--- src/rtl/core/lpg_pkg.sv ---
// Shared types and constants of the line pixel generator.
package lpg_pkg;

  localparam int COORD_BITS_DEF = 11;
  localparam int COLOR_BITS     = 16;

  // Item kind carried on the slave-side tuser bit.
  localparam logic OP_START   = 1'b0;
  localparam logic OP_ADVANCE = 1'b1;

  // Step direction of one axis.
  typedef enum logic [1:0] {
    DIR_NONE  = 2'd0,
    DIR_PLUS  = 2'd1,
    DIR_MINUS = 2'd3
  } dir_t;

endpackage

--- src/rtl/core/line_pixel_generator.sv ---
// Error-accumulator line rasterizer with stream input and pixel output.

// A start beat (tuser = 0) loads both endpoints and the color and produces no
// pixel; each advance beat (tuser = 1) while a line is active produces one pixel,
// major_dist + 2 pixels in all, the start point twice and the end point last
// with tlast set. An advance while idle is taken and dropped, and a start while
// active abandons the current line. The setup or the two error add-and-compare
// steps sit between the input handshake and the output register, so one beat
// is accepted in every cycle that the output register is empty or being
// drained, and the first pixel shows in the cycle after its advance beat.
module line_pixel_generator
  import lpg_pkg::*;
#(
  parameter int COORD_BITS = COORD_BITS_DEF
) (
  input  logic clk,
  input  logic rst,
  input  logic s_axis_tvalid,
  output logic s_axis_tready,
  // x_start, y_start, x_end, y_end, line_color, zero fill
  input  logic [((4*COORD_BITS+COLOR_BITS+7)/8)*8-1:0] s_axis_tdata,
  // operation
  input  logic [0:0] s_axis_tuser,
  output logic m_axis_tvalid,
  input  logic m_axis_tready,
  // pixel_x, pixel_y, pixel_color, zero fill
  output logic [((2*COORD_BITS+COLOR_BITS+7)/8)*8-1:0] m_axis_tdata,
  output logic m_axis_tlast
);

  localparam int CB = COORD_BITS;
  localparam int EB = COORD_BITS + 2;
  localparam int OUT_W = ((2*COORD_BITS+COLOR_BITS+7)/8)*8;

  // Line state
  logic                  line_active;
  logic [CB-1:0]         cur_col, cur_row;
  logic [EB-1:0]         col_error, row_error;
  logic [CB-1:0]         abs_dx, abs_dy, major_dist;
  dir_t                  col_dir, row_dir;
  logic [CB:0]           pixels_left;
  logic [COLOR_BITS-1:0] held_color;

  // Output register
  logic                  out_valid;
  logic [CB-1:0]         out_x, out_y;
  logic [COLOR_BITS-1:0] out_color;
  logic                  out_last;

  logic                  in_beat;
  logic [CB-1:0]         xs, ys, xe, ye;
  logic [COLOR_BITS-1:0] in_color;
  logic [CB-1:0]         dx_new, dy_new, major_new;
  dir_t                  col_dir_new, row_dir_new;
  logic [EB-1:0]         col_sum, row_sum;
  logic [CB:0]           pixels_left_next;
  logic [EB-1:0]         col_error_next, row_error_next;
  logic [CB-1:0]         cur_col_next, cur_row_next;
  logic                  emit;

  function automatic logic [CB-1:0] axis_move(input logic [CB-1:0] pos, input dir_t dir);
    logic [CB-1:0] res;
    case (dir)
      DIR_PLUS:  res = pos + CB'(1);
      DIR_MINUS: res = pos - CB'(1);
      default:   res = pos;
    endcase
    return res;
  endfunction

  assign s_axis_tready = !out_valid || m_axis_tready;
  assign in_beat       = s_axis_tvalid && s_axis_tready;

  assign xs       = s_axis_tdata[CB-1:0];
  assign ys       = s_axis_tdata[2*CB-1:CB];
  assign xe       = s_axis_tdata[3*CB-1:2*CB];
  assign ye       = s_axis_tdata[4*CB-1:3*CB];
  assign in_color = s_axis_tdata[4*CB+COLOR_BITS-1:4*CB];

  // Start setup: direction and magnitude per axis
  always_comb begin
    if (xe > xs) begin
      dx_new      = xe - xs;
      col_dir_new = DIR_PLUS;
    end else if (xe < xs) begin
      dx_new      = xs - xe;
      col_dir_new = DIR_MINUS;
    end else begin
      dx_new      = '0;
      col_dir_new = DIR_NONE;
    end
    if (ye > ys) begin
      dy_new      = ye - ys;
      row_dir_new = DIR_PLUS;
    end else if (ye < ys) begin
      dy_new      = ys - ye;
      row_dir_new = DIR_MINUS;
    end else begin
      dy_new      = '0;
      row_dir_new = DIR_NONE;
    end
    major_new = (dx_new > dy_new) ? dx_new : dy_new;
  end

  // Advance step: accumulate errors and step the position
  always_comb begin
    pixels_left_next = pixels_left - (CB+1)'(1);
    col_sum          = col_error + EB'(abs_dx);
    row_sum          = row_error + EB'(abs_dy);
    col_error_next   = col_sum;
    row_error_next   = row_sum;
    cur_col_next     = cur_col;
    cur_row_next     = cur_row;
    if (col_sum > EB'(major_dist)) begin
      col_error_next = col_sum - EB'(major_dist);
      cur_col_next   = axis_move(cur_col, col_dir);
    end
    if (row_sum > EB'(major_dist)) begin
      row_error_next = row_sum - EB'(major_dist);
      cur_row_next   = axis_move(cur_row, row_dir);
    end
  end

  assign emit = in_beat && (s_axis_tuser[0] == OP_ADVANCE) && line_active;

  always_ff @(posedge clk) begin
    if (rst) begin
      line_active <= 1'b0;
      cur_col     <= '0;
      cur_row     <= '0;
      col_error   <= '0;
      row_error   <= '0;
      abs_dx      <= '0;
      abs_dy      <= '0;
      major_dist  <= '0;
      col_dir     <= DIR_NONE;
      row_dir     <= DIR_NONE;
      pixels_left <= '0;
      held_color  <= '0;
    end else if (in_beat && (s_axis_tuser[0] == OP_START)) begin
      line_active <= 1'b1;
      cur_col     <= xs;
      cur_row     <= ys;
      col_error   <= '0;
      row_error   <= '0;
      abs_dx      <= dx_new;
      abs_dy      <= dy_new;
      major_dist  <= major_new;
      col_dir     <= col_dir_new;
      row_dir     <= row_dir_new;
      pixels_left <= {1'b0, major_new} + (CB+1)'(2);
      held_color  <= in_color;
    end else if (emit) begin
      pixels_left <= pixels_left_next;
      col_error   <= col_error_next;
      row_error   <= row_error_next;
      cur_col     <= cur_col_next;
      cur_row     <= cur_row_next;
      if (pixels_left_next == '0) begin
        line_active <= 1'b0;
      end
    end
  end

  // Output register: load on emit, drop when taken
  always_ff @(posedge clk) begin
    if (rst) begin
      out_valid <= 1'b0;
    end else if (emit) begin
      out_valid <= 1'b1;
    end else if (m_axis_tready) begin
      out_valid <= 1'b0;
    end
  end

  always_ff @(posedge clk) begin
    if (emit) begin
      out_x     <= cur_col;
      out_y     <= cur_row;
      out_color <= held_color;
      out_last  <= (pixels_left_next == '0);
    end
  end

  assign m_axis_tvalid = out_valid;
  assign m_axis_tlast  = out_last;
  assign m_axis_tdata  = OUT_W'({out_color, out_y, out_x});

  a_advance_emits: assert property (@(posedge clk) disable iff (rst)
    emit |=> m_axis_tvalid)
    else $error("advance on an active line gave no pixel");

  a_last_ends_line: assert property (@(posedge clk) disable iff (rst)
    emit && (pixels_left == (CB+1)'(1)) |=> !line_active && m_axis_tlast)
    else $error("final pixel did not end the line");

  a_active_has_pixels: assert property (@(posedge clk) disable iff (rst)
    line_active |-> (pixels_left != '0))
    else $error("active line with no pixels left");

  a_error_bounded: assert property (@(posedge clk) disable iff (rst)
    line_active |-> (col_error <= EB'(major_dist)) && (row_error <= EB'(major_dist)))
    else $error("error sum above major distance");

endmodule
--- config.mk ---
export PLATFORM = sky130hd
export DESIGN_NAME = line_pixel_generator
export DESIGN_NICKNAME = d
export VERILOG_FILES = /design/src/rtl/core/lpg_pkg.sv /design/src/rtl/core/line_pixel_generator.sv
export SDC_FILE = /design/constraint.sdc
export NUM_CORES = 1
export LEC_CHECK = 0
export BUFFER_PORTS_ARGS = -buffer_cell sky130_fd_sc_hd__clkbuf_2
export CELL_PAD_IN_SITES_DETAIL_PLACEMENT = 0
export CELL_PAD_IN_SITES_GLOBAL_PLACEMENT = 1
export CORE_AREA = 2 2 198 200
export CTS_CLUSTER_DIAMETER = 100
export DETAILED_ROUTE_END_ITERATION = 12
export DIE_AREA = 0 0 200 202
export PLACE_DENSITY_LB_ADDON = 0.1
export SYNTH_ARGS = -nofsm -noshare
export SYNTH_HDL_FRONTEND = slang
export SYNTH_SLANG_ARGS = --single-unit
--- constraint.sdc ---
create_clock -name clk -period 4.8 [get_ports clk]
set_clock_uncertainty 0.05 [all_clocks]
set_input_delay 0.48 -clock clk [delete_from_list [all_inputs] [get_ports clk]]
set_output_delay 0.48 -clock clk [all_outputs]
set_load 0.02 [all_outputs]
After elaboration in Yosys (flattened, before gate mapping)
Index checks and enable logic that the tools add are counted.
{"block": "totals", "ff_bits": 154, "in_bits": 69, "out_inout_bits": 43, "wordCells": 87}
{"block": "op_classes", "add_sub_neg": 14, "n_lt_le_gt_ge": 7, "n_eq_ne": 4, "n_mux": 26, "bitwise": 1, "reduce_logical": 18}
{"cell": "two-way mux 11 bit", "count": 11}
{"cell": "one-hot mux 11 bit (2 select lines)", "count": 2}
{"cell": "subtractor 11 bit", "count": 4}
{"cell": "> comparator 11 bit", "count": 3}
{"cell": "adder 13 x 11 -> 13 bit", "count": 2}
{"cell": "> comparator 13 x 11 -> 1 bit", "count": 2}
{"cell": "two-way mux 13 bit", "count": 2}
{"cell": "subtractor 13 x 11 -> 13 bit", "count": 2}
{"cell": "two-way mux 12 bit", "count": 2}
{"cell": "adder 11 x 1 -> 11 bit (second input constant)", "count": 2}
{"cell": "< comparator 11 bit", "count": 2}
{"cell": "subtractor 11 x 1 -> 11 bit (second input constant)", "count": 2}
{"cell": "adder 11 x 2 -> 12 bit (second input constant)", "count": 1}
{"cell": "logical NOT 12 bit", "count": 1}
{"cell": "subtractor 12 x 1 -> 12 bit (second input constant)", "count": 1}
{"cell": "nonzero test 2 bit", "count": 5}
{"cell": "two-way mux 2 bit", "count": 4}
{"cell": "AND reduction 3 bit", "count": 2}
{"cell": "nonzero test 3 bit", "count": 2}
{"cell": "two-way mux 1 bit", "count": 5}
{"cell": "== test 2 x 1 -> 1 bit (second input constant)", "count": 2}
{"cell": "== test 2 bit (second input constant)", "count": 2}
{"cell": "logical AND 1 bit", "count": 4}
{"cell": "AND reduction 2 bit", "count": 1}
{"cell": "other kinds (4)", "count": 4}

Longest topological paths before layout
{"block": "logic_depth", "word_depth": 7, "ltp_mapped": 26, "depth_no_buf": 23}

Worst setup path after synthesis
OpenSTA, ideal clock, no wires.
{"block": "synth_path", "path_type": "input -> register", "startpoint": "input port s_axis_tdata[8]", "endpoint": "register pixels_left[11]", "setup_ns": 0.070, "arrival_time_ns": 5.089, "required_time_ns": 4.680, "slack_ns": -0.409, "cell_stages": 24, "n_path_buf": 2, "cell_sequence": "inv_1 > ha_1 > a21o_1 > a221o_1 > a21oi_2 > nand2_1 > a2111o_1 > o21a_1 > mux2i_1 > inv_1 > ha_1 > a21o_1 > a21oi_1 > nand2_1 > o31ai_1 > a21oi_1 > buf_4 > buf_1 > mux2i_1 > ha_1 > nand2_1 > nor4b_1 > nand4_1 > a21oi_1"}
{"block": "synth_between", "elab_chain_len": 7, "elab_cells_between_ends": 10, "cone_classes": "3 x add/sub; 3 x order compare; 4 x mux"}
{"element": "start, declared", "line_no": "line_pixel_generator.sv:21", "rtl": "input logic [((4*COORD_BITS+COLOR_BITS+7)/8)*8-1:0] s_axis_tdata,"}
{"element": "subtractor 11 bit / < comparator 11 bit (equally long branches)", "line_no": "line_pixel_generator.sv:86, line_pixel_generator.sv:85"}
{"element": "two-way mux 11 bit", "line_no": "line_pixel_generator.sv:85", "rtl": "end else if (xe < xs) begin"}
{"element": "two-way mux 11 bit (*)", "line_no": "line_pixel_generator.sv:82", "rtl": "if (xe > xs) begin"}
{"element": "named net dx_new[9]", "line_no": "line_pixel_generator.sv:53", "rtl": "logic [CB-1:0] dx_new, dy_new, major_new;"}
{"element": "> comparator 11 bit (*)", "line_no": "line_pixel_generator.sv:102", "rtl": "major_new = (dx_new > dy_new) ? dx_new : dy_new;"}
{"element": "two-way mux 11 bit (*)", "line_no": "line_pixel_generator.sv:102"}
{"element": "named net major_new[1]", "line_no": "line_pixel_generator.sv:53"}
{"element": "adder 11 x 2 -> 12 bit (*)", "line_no": "line_pixel_generator.sv:151", "rtl": "pixels_left <= {1'b0, major_new} + (CB+1)'(2);"}
{"element": "two-way mux 12 bit (*)", "line_no": "line_pixel_generator.sv:140", "rtl": "end else if (in_beat && (s_axis_tuser[0] == OP_START)) begin"}
{"element": "end signal, assigned", "line_no": "line_pixel_generator.sv:151"}
{"element": "end signal, assigned", "line_no": "line_pixel_generator.sv:154", "rtl": "pixels_left <= pixels_left_next;"}
{"element": "end, declared", "line_no": "line_pixel_generator.sv:41", "rtl": "logic [CB:0] pixels_left;"}
Mark *: on every way through the listed nets, which the timed path passes. The rest lies on a longest branch.
A chain may end at the register's enable or synchronous reset.

Worst setup path after layout
{"block": "layout_path", "startpoint": "input port s_axis_tdata[18]", "endpoint": "register pixels_left[10]"}
{"block": "layout_between", "elab_chain_len": 7, "elab_cells_between_ends": 10, "cone_classes": "3 x add/sub; 3 x order compare; 4 x mux"}
{"element": "subtractor 11 bit / < comparator 11 bit (equally long branches)", "line_no": "line_pixel_generator.sv:96, line_pixel_generator.sv:95"}
{"element": "two-way mux 11 bit", "line_no": "line_pixel_generator.sv:95", "rtl": "end else if (ye < ys) begin"}
{"element": "two-way mux 11 bit (*)", "line_no": "line_pixel_generator.sv:92", "rtl": "if (ye > ys) begin"}
{"element": "> comparator 11 bit", "line_no": "line_pixel_generator.sv:102"}
{"element": "two-way mux 11 bit (*)", "line_no": "line_pixel_generator.sv:102"}
{"element": "adder 11 x 2 -> 12 bit (*)", "line_no": "line_pixel_generator.sv:151"}
{"element": "two-way mux 12 bit (*)", "line_no": "line_pixel_generator.sv:140"}
Every way passes the cells marked *; elsewhere a longest branch is shown, timed or not.

==> flow_metrics.py <==
metrics = {
    "placement": {
        "placed_cells": 2150,
        "place_area_um2": 14000,
        "dp_hpwl_um": 28160,
        "pre_cts_slack_ns": -0.3721,
        "place_congestion": 0.8238,
        "portBuffers": 105,
    },
    "pwr": {
        "cellPowerDensity_nw_per_um2": 339.5,
        "worst_ir_drop_vdd_uv": 180.9,
        "p_leak_nw": 6.541,
        "p_total_mw": 5.006,
    },
    "sta": {
        "fin_ws_ns": 0.1677,
        "finalSetupTns_ns": 0,
        "slew-limit-headroom_pct": 24.48,
        "period_needed_ns": 4.632,
        "final.period_utilization_pct": 96.51,
        "slew_viol_final": 0,
        "hold_viol": 0,
        "max_freq_ghz": 0.2159,
        "holdWs_ns": 0.2230,
        "tightest_slew_ns": 1.132,
        "finalSetupViolCount": 0,
    },
    "routing": {
        "ant_nets": 0,
        "num_vias": 10620,
        "wl_per_cell_um": 16.07,
        "wirelength_um": 35090,
        "drc": 0,
        "drt_pass1_iterations": 5,
        "via_per_inst": 4.861,
        "drtIter0Drc": 495,
    },
    "worst_setup_path": {
        "worstSetupPathType": "input port to flop",
        "crit_slowest_cell": "or3b_4",
        "crit_family": "compound AO/OA/AOI/OAI gates",
        "critPathCaptureType": "flop",
        "cp_slowest_stage_delay_ns": 0.42,
        "critPathMaxFanout": 6,
        "crit_arrival_ns": 4.91,
        "crit_required_ns": 5.08,
        "critPathLaunchType": "input port",
        "worstPathCellList": "clkbuf_2 -> inv_1 -> ha_1 -> nand3_1 -> buf_4 -> nor4_4 -> a21oi_4 -> a221o_1 -> nand2_1 -> ha_1 -> a21o_1 -> a21oi_1 -> nor2_1 -> a2111oi_4 -> a21oi_4 -> nand4b_1 -> o22a_1 -> or3b_4 -> or3_1 -> a2111oi_2",
        "worst-path-buf-inv": 3,
    },
    "floorplanning": {
        "die_area_um2": 40400,
        "start_util_pct": 29.69,
        "num_io_pins": 112,
        "die_x_um": 200,
        "core_area_um2": 38290,
        "die_y_um": 202,
        "row_count": 72,
    },
    "worst_hold_path": {
        "min_path_type": "input port to flop",
    },
    "final_layout": {
        "drive_above_1_share_pct": 24.37,
        "syn_to_final_growth_pct": 29.73,
        "final_cell_area_um2": 14750,
        "final_cells": 2184,
        "n_antenna_cell": 0,
        "fin_util_pct": 38.52,
        "nets": 1850,
    },
    "global_route": {
        "grt_pass1_wl_um": 55920,
        "grt_antenna_before_repair": 0,
        "grt_pass1_vias": 10310,
        "grt_start_max_net_pins": 55,
        "grtUsageTotal_pct": 17.72,
        "grt.overflow.total": 0,
    },
    "clocking": {
        "cts_hold_buffers": 0,
        "clock_sinks": 154,
        "cts_tree": "yes",
        "clk-insertion-delay-late_ns": 0.43,
        "clock_tree.root_cell": "clkbuf_16",
        "htreeDepth": 4,
        "clockBufferDepth": 2,
        "path_clk_slew_ns": 0.06,
        "cts_buffers": 17,
    },
    "logic_synthesis": {
        "ys_seq_area_share_pct": 30.56,
        "avgSynthCellArea_um2": 8.148,
        "ys_types": 81,
        "synthArstFlopShare_pct": 0,
        "yosysWarnings": 0,
        "syn-cell-area_um2": 11370,
        "synth_edf_count": 39,
        "synth.ff_latch_count": 154,
        "synth_cells": 1395,
        "synthFlopType": "dfxtp_1",
    },
    "run": {
        "maxCapViolCount": 0,
    },
    "status": {
        "status": "completed",
    },
}
==> power by group <==
group          internal [mW]  leakage (nW)  switching [mW]
Sequential              1.40          1.32          0.0554
Combinational          0.987          4.94            1.16
Clock                  0.828         0.288           0.570
==> what timing repair did <==
item,4_1_cts,5_1_grt
gates resized for setup,0,28
setup buffers,0,2
setup endpoints to repair,0,15
==> path summary, 6_finish.rpt <==
kind                                         to             start  depth (start not counted)  slack, ns
worst min-delay path              held_color[1]  s_axis_tdata[45]                          3       0.22
worst max-delay path            pixels_left[10]  s_axis_tdata[18]                         20       0.17
worst min register to register    out_color[12]    held_color[12]                          0       0.38
worst max register to register       cur_row[9]         abs_dy[0]                         16       0.40
==> tightest hold or removal path: cells and delay by family <==
kind            cells  cell delay (ns)
buf+inv             1             0.08
compound gates      1             0.05
simple gates        1             0.05
==> placed cells by master (no fill, tap or decap), types with 25 or more instances in the layout <==
cell / n
a211oi_1: 50
a21o_1: 29
a21oi_1: 140
buf_4: 189
clkbuf_2: 104
dfxtp_1: 115
edfxtp_1: 39
ha_1: 110
inv_1: 97
nand2_1: 125
nand3_1: 25
nor2_1: 134
nor3_1: 34
o21ai_0: 81
xnor2_1: 44
==> synthesized netlist by cell type (4+ instances only) <==
cell type    n  area share, %
and2_1      10           0.55
nand2b_1    10           0.55
nand3_1     28            1.2
a221oi_1     6           0.46
ha_1       118             13
a21oi_1    149            6.6
dfxtp_1    115             20
o221ai_1     6           0.46
mux2_2       6           0.59
o21bai_1     9           0.59
and3_1      11           0.61
o21ai_0     87            3.8
o21a_1      19            1.3
buf_4        4           0.26
a21boi_0     4           0.26
a31oi_1      7           0.39
or2_2        7           0.39
nor3_1      35            1.5
nand4_1     10           0.55
or3_1        7           0.39
xor2_1      24            1.8
o211ai_1    11           0.73
nor2b_1     18           0.99
a21o_1      29            1.9
clkbuf_1    45            1.5
nor2_1     137            4.5
inv_1      101            3.3
xnor2_1     44            3.4
a311oi_1     8           0.62
fa_1        10            1.8
a221o_1      5           0.44
o22ai_1      4           0.22
o311ai_0     7           0.54
a211oi_1    50            3.3
mux2i_1     11           0.97
edfxtp_1    39             10
nand3b_1     5           0.33
nand2_1    128            4.2
==> registers in the layout (all words and copies together) (netlist names), 12 cells and up <==
| register | cells |
|---|---|
| col_error | 13 |
| held_color | 16 |
| out_color | 16 |
| pixels_left | 12 |
| row_error | 13 |
==> final cells by class <==
cell class	count	area (µm²)
clock buffer	20	436.7
sequential	154	3473
tap	518	648.1
multi-input combinational	1081	7625
fill	4012	23540
timing repair buffer	297	2011
inverter	102	387.9
clock inverter	12	165.2
==> layer usage <==
layer	up-vias	track usage [%]	part of all wire (%)	wire, µm
li1	5532	-	-	-
met3	15	1.819	1.8	633
met1	4961	25.27	51	17820
met4	0	3.228	0.80	282
met2	109	29.06	47	16360
met5	-	0	0	0
==> cell families (layout without fill, tap and decap cells) <==
logic type / count (synthesis) / after routing / synth area share, %
and+or+nand+nor: 425 / 425 / 17.31
xor gates and xnor gates: 68 / 68 / 5.239
AOI/OAI and AO/OA: 441 / 441 / 24.79
DFF: 154 / 154 / 30.56
other: 1 / 2 / 0.03299
adders and majority gates: 128 / 128 / 14.75
buffers and inverters: 161 / 431 / 5.757
muxes: 17 / 17 / 1.563
(Power assumes the default switching activity.)
